<file path="config.mk">
export PLATFORM = sky130hd
export DESIGN_NAME = mips_instruction_decoder
export DESIGN_NICKNAME = d
export VERILOG_FILES = /design/src/rtl/mid_pkg.sv /design/src/rtl/mid_classify.sv /design/src/rtl/mips_instruction_decoder.sv
export SDC_FILE = /design/constraint.sdc
export NUM_CORES = 1
export LEC_CHECK = 0
export BUFFER_PORTS_ARGS = -buffer_cell sky130_fd_sc_hd__buf_2
export CAP_MARGIN = 40
export CORE_ASPECT_RATIO = 0.9
export CORE_MARGIN = 5
export CORE_UTILIZATION = 50
export CTS_CLUSTER_DIAMETER = 120
export DETAILED_ROUTE_END_ITERATION = 10
export PLACE_DENSITY = 0.74
export SYNTH_ARGS = -nofsm -noshare
export SYNTH_HDL_FRONTEND = slang
export SYNTH_HIERARCHICAL = 1
export SYNTH_SLANG_ARGS = --single-unit
</file>
<file path="constraint.sdc">
create_clock -name i_clk -period 22.4 [get_ports i_clk]
set_input_delay 6.72 -clock i_clk [delete_from_list [all_inputs] [get_ports i_clk]]
set_output_delay 6.72 -clock i_clk [all_outputs]
set_load 0.005 [all_outputs]
</file>
<file path="src/rtl/mid_pkg.sv">
// Package for the MIPS instruction decoder: mnemonic tables and GTE patterns.
// Depends on nothing; used by mid_classify and mips_instruction_decoder.
package mid_pkg;

    localparam int unsigned MnemWidth = 8;
    typedef logic [MnemWidth-1:0] t_mnem;

    localparam logic [5:0] OpSpecial = 6'd0;
    localparam logic [5:0] OpRegimm  = 6'd1;
    localparam logic [5:0] OpBeq     = 6'd4;
    localparam logic [5:0] OpBne     = 6'd5;
    localparam logic [5:0] OpAddiu   = 6'd9;
    localparam logic [5:0] OpCop0    = 6'd16;
    localparam logic [5:0] OpCop2    = 6'd18;
    localparam logic [5:0] FnAddu    = 6'h21;

    localparam logic [24:0] GteMask = 25'h1f003ff;

    localparam t_mnem MnUnknown = 8'd0;
    localparam t_mnem MnNop     = 8'd1;
    localparam t_mnem MnMove    = 8'd27;
    localparam t_mnem MnBeqz    = 8'd58;
    localparam t_mnem MnBeq     = 8'd59;
    localparam t_mnem MnBnez    = 8'd60;
    localparam t_mnem MnBne     = 8'd61;
    localparam t_mnem MnLi      = 8'd65;
    localparam t_mnem MnAddiu   = 8'd66;
    localparam t_mnem MnMfc0    = 8'd73;
    localparam t_mnem MnCfc0    = 8'd74;
    localparam t_mnem MnMtc0    = 8'd75;
    localparam t_mnem MnRfe     = 8'd76;
    localparam t_mnem MnCop2    = 8'd99;
    localparam t_mnem MnMfc2    = 8'd100;
    localparam t_mnem MnCfc2    = 8'd101;
    localparam t_mnem MnMtc2    = 8'd102;
    localparam t_mnem MnCtc2    = 8'd103;

    localparam t_mnem SpecialIds [64] = '{
        8'd2, 8'd0, 8'd3, 8'd4, 8'd5, 8'd0, 8'd6, 8'd7,
        8'd8, 8'd9, 8'd0, 8'd0, 8'd10, 8'd11, 8'd0, 8'd12,
        8'd13, 8'd14, 8'd15, 8'd16, 8'd17, 8'd0, 8'd18, 8'd19,
        8'd20, 8'd21, 8'd22, 8'd23, 8'd24, 8'd0, 8'd0, 8'd25,
        8'd26, 8'd28, 8'd29, 8'd30, 8'd31, 8'd32, 8'd33, 8'd34,
        8'd0, 8'd0, 8'd35, 8'd36, 8'd37, 8'd38, 8'd39, 8'd40,
        8'd41, 8'd42, 8'd43, 8'd44, 8'd45, 8'd0, 8'd46, 8'd0,
        8'd0, 8'd0, 8'd0, 8'd0, 8'd0, 8'd0, 8'd0, 8'd0
    };

    localparam t_mnem RegimmIds [32] = '{
        8'd47, 8'd48, 8'd49, 8'd50, 8'd0, 8'd0, 8'd0, 8'd0,
        8'd51, 8'd52, 8'd0, 8'd53, 8'd54, 8'd0, 8'd55, 8'd0,
        8'd0, 8'd0, 8'd0, 8'd0, 8'd0, 8'd0, 8'd0, 8'd0,
        8'd0, 8'd0, 8'd0, 8'd0, 8'd0, 8'd0, 8'd0, 8'd0
    };

    localparam t_mnem OpcodeIds [64] = '{
        8'd0, 8'd0, 8'd56, 8'd57, 8'd59, 8'd61, 8'd62, 8'd63,
        8'd64, 8'd66, 8'd67, 8'd68, 8'd69, 8'd70, 8'd71, 8'd72,
        8'd0, 8'd0, 8'd0, 8'd0, 8'd104, 8'd105, 8'd106, 8'd107,
        8'd108, 8'd109, 8'd110, 8'd111, 8'd0, 8'd0, 8'd0, 8'd0,
        8'd112, 8'd113, 8'd114, 8'd115, 8'd116, 8'd117, 8'd118, 8'd119,
        8'd120, 8'd121, 8'd122, 8'd123, 8'd124, 8'd125, 8'd126, 8'd0,
        8'd127, 8'd128, 8'd129, 8'd130, 8'd131, 8'd132, 8'd133, 8'd134,
        8'd135, 8'd136, 8'd137, 8'd138, 8'd139, 8'd140, 8'd141, 8'd142
    };

    localparam logic [24:0] GteMaskedPat [5] = '{
        25'h0400012, 25'h0a00428, 25'h170000c, 25'h190003d, 25'h1a0003e
    };
    localparam t_mnem GteMaskedId [5] = '{8'd77, 8'd78, 8'd79, 8'd80, 8'd81};

    localparam logic [24:0] GteExactPat [17] = '{
        25'h0180001, 25'h0280030, 25'h0680029, 25'h0780010, 25'h0980011,
        25'h0c8041e, 25'h0d80420, 25'h0e80413, 25'h0f80416, 25'h0f8002a,
        25'h108041b, 25'h118043f, 25'h1280414, 25'h138041c, 25'h1400006,
        25'h158002d, 25'h168002e
    };
    localparam t_mnem GteExactId [17] = '{
        8'd82, 8'd83, 8'd84, 8'd85, 8'd86, 8'd87, 8'd88, 8'd89, 8'd90,
        8'd91, 8'd92, 8'd93, 8'd94, 8'd95, 8'd96, 8'd97, 8'd98
    };

endpackage

</file>
<file path="src/rtl/mid_classify.sv">
// Combinational mnemonic classifier for one 32-bit MIPS instruction word.
// Depends on mid_pkg for the opcode, funct, regimm and GTE tables.
module mid_classify import mid_pkg::*; (
    input  logic [31:0] i_word,
    output t_mnem       o_mnem
);

    logic [5:0]  op;
    logic [4:0]  rs;
    logic [4:0]  rt;
    logic [5:0]  fn;
    logic [24:0] cmd;
    t_mnem       gte_id;

    assign op  = i_word[31:26];
    assign rs  = i_word[25:21];
    assign rt  = i_word[20:16];
    assign fn  = i_word[5:0];
    assign cmd = i_word[24:0];

    // Masked patterns take priority over exact codes, earliest entry first.
    always_comb begin
        gte_id = MnCop2;
        for (int i = 16; i >= 0; i--) begin
            if (cmd == GteExactPat[i]) begin
                gte_id = GteExactId[i];
            end
        end
        for (int i = 4; i >= 0; i--) begin
            if ((cmd & GteMask) == GteMaskedPat[i]) begin
                gte_id = GteMaskedId[i];
            end
        end
    end

    always_comb begin
        unique case (op)
            OpSpecial: begin
                if (i_word == '0) begin
                    o_mnem = MnNop;
                end else if (fn == FnAddu && rt == 5'd0) begin
                    o_mnem = MnMove;
                end else begin
                    o_mnem = SpecialIds[fn];
                end
            end
            OpRegimm: o_mnem = RegimmIds[rt];
            OpBeq:    o_mnem = (rt == 5'd0) ? MnBeqz : MnBeq;
            OpBne:    o_mnem = (rt == 5'd0) ? MnBnez : MnBne;
            OpAddiu:  o_mnem = (rs == 5'd0) ? MnLi : MnAddiu;
            OpCop0: begin
                unique case (rs)
                    5'd0:    o_mnem = MnMfc0;
                    5'd1:    o_mnem = MnCfc0;
                    5'd4:    o_mnem = MnMtc0;
                    5'd16:   o_mnem = (i_word[4:0] == 5'd16) ? MnRfe : MnUnknown;
                    default: o_mnem = MnUnknown;
                endcase
            end
            OpCop2: begin
                if (i_word[25]) begin
                    o_mnem = gte_id;
                end else begin
                    unique case (rs)
                        5'd0:    o_mnem = MnMfc2;
                        5'd2:    o_mnem = MnCfc2;
                        5'd4:    o_mnem = MnMtc2;
                        5'd6:    o_mnem = MnCtc2;
                        default: o_mnem = MnUnknown;
                    endcase
                end
            end
            default:  o_mnem = OpcodeIds[op];
        endcase
    end

endmodule

</file>
<file path="src/rtl/mips_instruction_decoder.sv">
// MIPS instruction decoder top level: input register, classifier, result register.
// Depends on mid_pkg and mid_classify.
// One word per cycle, unless i_stall holds a full result register.
// The input stage refills whenever the result register is free or being drained.
// Reset clears both valid flags and the address counter to zero.
module mips_instruction_decoder import mid_pkg::*; (
    input  logic               i_clk,
    input  logic               i_rst_n,
    input  logic               i_valid,
    output logic               o_stall,
    input  logic [31:0]        i_instr_word,
    output logic               o_valid,
    input  logic               i_stall,
    output logic [31:0]        o_word_address,
    output logic [7:0]         o_mnemonic_id,
    output logic [4:0]         o_dest_reg,
    output logic [4:0]         o_src_reg,
    output logic [4:0]         o_target_reg,
    output logic [4:0]         o_shift_amount,
    output logic signed [15:0] o_immediate,
    output logic signed [17:0] o_branch_offset,
    output logic [27:0]        o_jump_target,
    output logic [19:0]        o_trap_code,
    output logic [24:0]        o_gte_command
);

    logic        r_in_valid;
    logic [31:0] r_word;
    logic [31:0] r_addr;
    logic        r_out_valid;
    logic [31:0] r_out_word;
    logic [31:0] r_out_addr;
    t_mnem       r_out_mnem;
    t_mnem       n_mnem;
    logic        out_free;
    logic        in_take;
    logic        mid_move;

    assign out_free = !r_out_valid || !i_stall;
    assign mid_move = r_in_valid && out_free;
    assign o_stall  = r_in_valid && !out_free;
    assign in_take  = i_valid && !o_stall;

    mid_classify u_classify (
        .i_word(r_word),
        .o_mnem(n_mnem)
    );

    always_ff @(posedge i_clk) begin
        if (!i_rst_n) begin
            r_in_valid  <= 1'b0;
            r_out_valid <= 1'b0;
            r_addr      <= '0;
        end else begin
            if (in_take) begin
                r_in_valid <= 1'b1;
                r_addr     <= r_addr + 32'd4;
            end else if (mid_move) begin
                r_in_valid <= 1'b0;
            end
            if (mid_move) begin
                r_out_valid <= 1'b1;
            end else if (!i_stall) begin
                r_out_valid <= 1'b0;
            end
        end
    end

    always_ff @(posedge i_clk) begin
        if (in_take) begin
            r_word <= i_instr_word;
        end
        if (mid_move) begin
            r_out_word <= r_word;
            r_out_mnem <= n_mnem;
            r_out_addr <= r_addr - 32'd4;
        end
    end

    assign o_valid         = r_out_valid;
    assign o_word_address  = r_out_addr;
    assign o_mnemonic_id   = r_out_mnem;
    assign o_dest_reg      = r_out_word[15:11];
    assign o_src_reg       = r_out_word[25:21];
    assign o_target_reg    = r_out_word[20:16];
    assign o_shift_amount  = r_out_word[10:6];
    assign o_immediate     = r_out_word[15:0];
    assign o_branch_offset = {r_out_word[15:0], 2'b00};
    assign o_jump_target   = {r_out_word[25:0], 2'b00};
    assign o_trap_code     = r_out_word[25:6];
    assign o_gte_command   = r_out_word[24:0];

    a_stall_needs_full: assert property (@(posedge i_clk) disable iff (!i_rst_n)
        o_stall |-> (r_in_valid && r_out_valid))
        else $error("input stalled without a full pipeline");
    a_addr_step: assert property (@(posedge i_clk) disable iff (!i_rst_n)
        in_take |=> (r_addr == $past(r_addr) + 32'd4))
        else $error("address counter did not advance by four");
    a_out_hold: assert property (@(posedge i_clk) disable iff (!i_rst_n)
        (o_valid && i_stall) |=> (o_valid && $stable(r_out_addr)))
        else $error("stalled result changed");

endmodule

</file>
Yosys cells after proc, flatten, opt, wreduce, memory -nomap -nowiden
Memories as Yosys holds them, arrays and structs flattened.
Cells that the tools add are included.
Storage, ports and cells
  output and inout bits: 169
  memory bits (read-only): 1280
  memories kept: 3
  register bits: 132
Memories
  (name not given): words 64, width 8, read ports 1, clocked after memory_dff 0, write ports 0, line mid_classify.sv:73  | default: o_mnem = OpcodeIds[op];
  (name not given): words 64, width 8, read ports 1, clocked after memory_dff 0, write ports 0, line mid_classify.sv:44  | o_mnem = SpecialIds[fn];
  (name not given): words 32, width 8, read ports 1, clocked after memory_dff 0, write ports 0, line mid_classify.sv:47  | OpRegimm: o_mnem = RegimmIds[rt];
Cells by class
  mux-type cells: 41
  $lt $le $gt $ge: 3
  bitwise logic cells: 3
  reduce and logical (&&, ||, !) cells: 14
  $add $sub $neg: 2
  equality and inequality tests: 35
Operator list (count)
  8-bit two-way mux: 29
  25-bit equality test, second input constant: 7
  25-bit by 24-bit equality test with 1-bit output, second input constant: 6
  8-bit case mux with 7 select lines: 1
  25-bit by 23-bit equality test with 1-bit output, second input constant: 2
  15-bit equality test, second input constant: 3
  32-bit by 3-bit adder with 32-bit output, second input constant: 1
  32-bit zero test: 1
  8-bit case mux with 4 select lines: 1
  32-bit by 3-bit subtractor with 32-bit output, second input constant: 1
  7-bit case mux with 4 select lines: 1
  25-bit by 21-bit equality test with 1-bit output, second input constant: 1
  25-bit by 22-bit equality test with 1-bit output, second input constant: 1
  15-bit by 13-bit equality test with 1-bit output, second input constant: 1
  7-bit >= comparator, second input constant: 2
  6-bit inverter with 7-bit output: 2
  6-bit by 3-bit equality test with 1-bit output, second input constant: 2
  6-bit by 5-bit equality test with 1-bit output, second input constant: 2
  5-bit by 3-bit equality test with 1-bit output, second input constant: 2
  5-bit equality test, second input constant: 2
  5-bit zero test: 2
  1-bit two-way mux: 7
  7-bit two-way mux: 1
  6-bit by 1-bit equality test with 1-bit output, second input constant: 1
  13 further kinds: 19

Logic depth before layout (Yosys ltp)
  depth in word-level cells: 24
  gate-level depth with buffers: 11
  gate-level depth less buffers: 8

Modules after synthesis
The synthesis kept the hierarchy.
By module, submodules not included
  mips_instruction_decoder: cells an instance 479, times used 1, sequential area each 3523.4 um2, area each 5849.4 um2
  mid_classify: cells an instance 364, times used 1, sequential area each 0.0 um2, area each 2363.5 um2

Worst setup path after synthesis
OpenSTA, ideal clock, no wires.
  kind: input-to-output
  start: input i_stall
  end: output o_stall
  stages: 3
  path slack: 8.444 ns
  data required time: 15.680 ns
  arrival: 7.236 ns
  cells stage by stage: nand3_1 -> clkbuf_1 -> inv_1
Between the ends
  word-level cells in the longest chain between the ends: 4
Ends and longest elaborated chain
  from (decl): line mips_instruction_decoder.sv:13  | input logic i_stall,
  1-bit zero test
  1-bit logical OR: line mips_instruction_decoder.sv:39  | assign out_free = !r_out_valid || !i_stall;
  1-bit zero test: line mips_instruction_decoder.sv:41  | assign o_stall = r_in_valid && !out_free;
  1-bit logical AND: line mips_instruction_decoder.sv:41
  to (decl): line mips_instruction_decoder.sv:10  | output logic o_stall,
No other way between the ends.

Final worst setup path
Ends and elaborated chain as after synthesis.

==> results.ini <==
[routing]
antenna_left=0
wl_per_cell_um=18.8
vias=6635
drtIter0Drc=584
dr.pass1.iters=6
via_per_inst=5.87
routed_wl_mm=21.2
drc=0

[floorplanning]
die_h_um=132
start_util=0.509
rows=44
fp.dieW_um=145
dieArea_sq_um=19100
coreArea_sq_um=16100
ios=205

[global_route]
grt_pass1_wl_mm=33.3
grt_start_max_net_pins=48
globalRouteOverflowTotal=0
first_global_vias=6080
antenna_found_initial=2
grt_usage=0.214

[min_path]
min_to=r_out_word[16]
min_path_type=flip-flop to flip-flop
worstHoldStart=r_word[16]
whs_path_depth=0

[outcome]
run_status=complete, no violations

[layout]
final_common_cell=buf_2
layout_common_cells=buf_2 (198), edfxtp_1 (96), nand2_1 (53), nor2_1 (49), a21oi_1 (42)
synthToLayoutAreaGrowth_pct=10.7
seq_area_sq_um=3520
fin_nets=969
drive_above_1_share=0.276
post-route-util=0.564
nFillCells=1442
antenna_cells=0
multi_input_area_sq_um=3580

[power_and_ir_drop]
p_per_area_nw_per_um2=69.2
p_total_w=0.000629
vdd_drop_max_uv=59.7
p_leak_nw=3.57

[timing]
worst-slew-pin-transition_ps=911
setup_ws_ps=8130
setup-tns-final_ps=0
finalSetupViolCount=0
min_period_ps=14270
hold_viol_final=0
skew_ps=5.28
clock.fmax_ghz=0.0701
max_slew_margin=0.385
rsz0062_at_grt=no
slew_violations=0
timing.final.crit_share=0.637

[critical_path]
worst_r2r_endpoint=o_mnemonic_id[3]
cpLargestDelayFamily=buffers and inverters
crit_top_cell=buf_2
path_cells=buf_2 > nand3_1 > inv_1 > buf_2
worstPathRequired_ps=15680
endpoint_kind=output pin
cp.arrival_ps=7550
path_buf_inv=3
rrSetupSlack_ps=19040
crit_type=input port to output pin
critPathMaxFanout=15
r2r.worst_path.cells=8
critPathSlowestCell=nand3_1
startpoint_type=input port
slowest_delay_ps=390
worstReg2RegStart=r_word[29]

[synthesis]
ys_seq_elements=128
synth_cells=843
netlist-cell-type-count=84
yosysSeqAreaShare=0.429
synth-edff-count=96
synthArstFlopShare=0
ys.flop_type=edfxtp_1
yosys_warnings=6
synth.cell_area_sq_um=8210
synth_area_per_cell_sq_um=9.74

[cts]
ctsHoldBuffers=0
cts_sinks=128
clk_path_buf_depth=2
clk_pin_slew_ps=60
root_buffer=clkbuf_16
ctsResizeCount=0
cts-buffers-inserted=17
cts_tree=yes
postCtsSetupBuffers=0
cts_max_level=4
worstSkewPairLatency_ps=420

[place]
gp_congestion=0.953
dp_hpwl_mm=15.1
io_buffers=198
pre_cts_ws_ps=8140

[run]
drv.max_cap_violation_count=0

-- per-layer routing --
metal	up-vias	GRT usage	wire, um
met2	307	0.329	9690
li1	3150	-	-
met5	-	0	34
met3	33	0.0610	1730
met1	3141	0.298	9470
met4	4	0.0575	325
-- synth_stat cells (all sizes together), types with 6 or more instances --
library cell | n | area share
nand4 | 26 | 0.022
nor3 | 26 | 0.017
or3 | 8 | 0.0061
ha | 23 | 0.035
edfxtp | 96 | 0.35
nand2b | 9 | 0.0069
clkbuf | 31 | 0.014
o31ai | 19 | 0.017
a21oi | 42 | 0.026
nand2 | 55 | 0.027
inv | 27 | 0.012
dfxtp | 32 | 0.078
nor2b | 11 | 0.0084
o21ai | 22 | 0.013
and3 | 10 | 0.0076
and4 | 6 | 0.0066
or4 | 14 | 0.013
and2 | 7 | 0.0053
buf | 127 | 0.11
xor2 | 27 | 0.029
nor2 | 49 | 0.022
nor4 | 20 | 0.022
nand3 | 37 | 0.023
xnor2 | 11 | 0.012
a31oi | 7 | 0.0053
-- flip-flops by register name (all words and copies together) (netlist names) --
name	flops
r_word	32
o_word_address	30
r_addr	30
r_out_word	26
o_mnemonic_id	8
o_valid	1
r_in_valid	1
-- metrics by stage --
| step | hold WS, ps | cell area [sq um] | instances |
|---|---|---|---|
| floorplan | 421 | 8230 | 848 |
| global placement | 460 | 8480 | 1097 |
| detailed placement | 466 | 8500 | 1098 |
| CTS | 479 | 9090 | 1130 |
| global route | 512 | 9090 | 1130 |
| finish | 473 | 9090 | 1130 |
-- layout make-up --
type,count,area share
clock inverters,12,0.0129
clock buffers,20,0.0515
flip-flops and latches,128,0.388
well taps,207,0.0285
multi-input cells,533,0.394
repair buffers,201,0.114
inverters,29,0.0120
-- logic make-up (layout without fill, tap and decap cells) --
family	Yosys count	in the layout	synth area share
other	1	6	0.000457
buffers and inverters	187	262	0.139
AND/OR/NAND/NOR	308	308	0.223
flip-flops	128	128	0.429
AO/OA/AOI/OAI	152	152	0.126
XOR/XNOR	38	38	0.0405
adder cells (fa/ha/maj)	23	23	0.0350
multiplexers	6	6	0.00762
-- power by group --
part	switching (W)	total, W	internal [W]
logic	0.0000423	0.0000735	0.0000312
registers	0.0000142	0.000285	0.000270
clock network	0.000107	0.000271	0.000164
total	0.000163	0.000629	0.000466
-- worst reg2reg max path, delay by kind of cell (launching register included) --
family / cells / cell delay (ps)
and+or+nand+nor: 4 / 1120
AOI/OAI and AO/OA: 2 / 710
DFF: 1 / 630
adders and majority gates: 1 / 330
buffers and inverters: 1 / 320
-- worst max-delay path by stage --
stage	cells past startpoint	start	endpoint
6_report	4	i_stall	o_stall
5_1_grt	4	i_stall	o_stall
4_1_cts	4	i_stall	o_stall
3_5_place_dp	4	i_stall	o_stall
3_3_place_gp	4	i_stall	o_stall
2_1_floorplan	3	i_stall	o_stall
(Power assumes the default switching activity.)
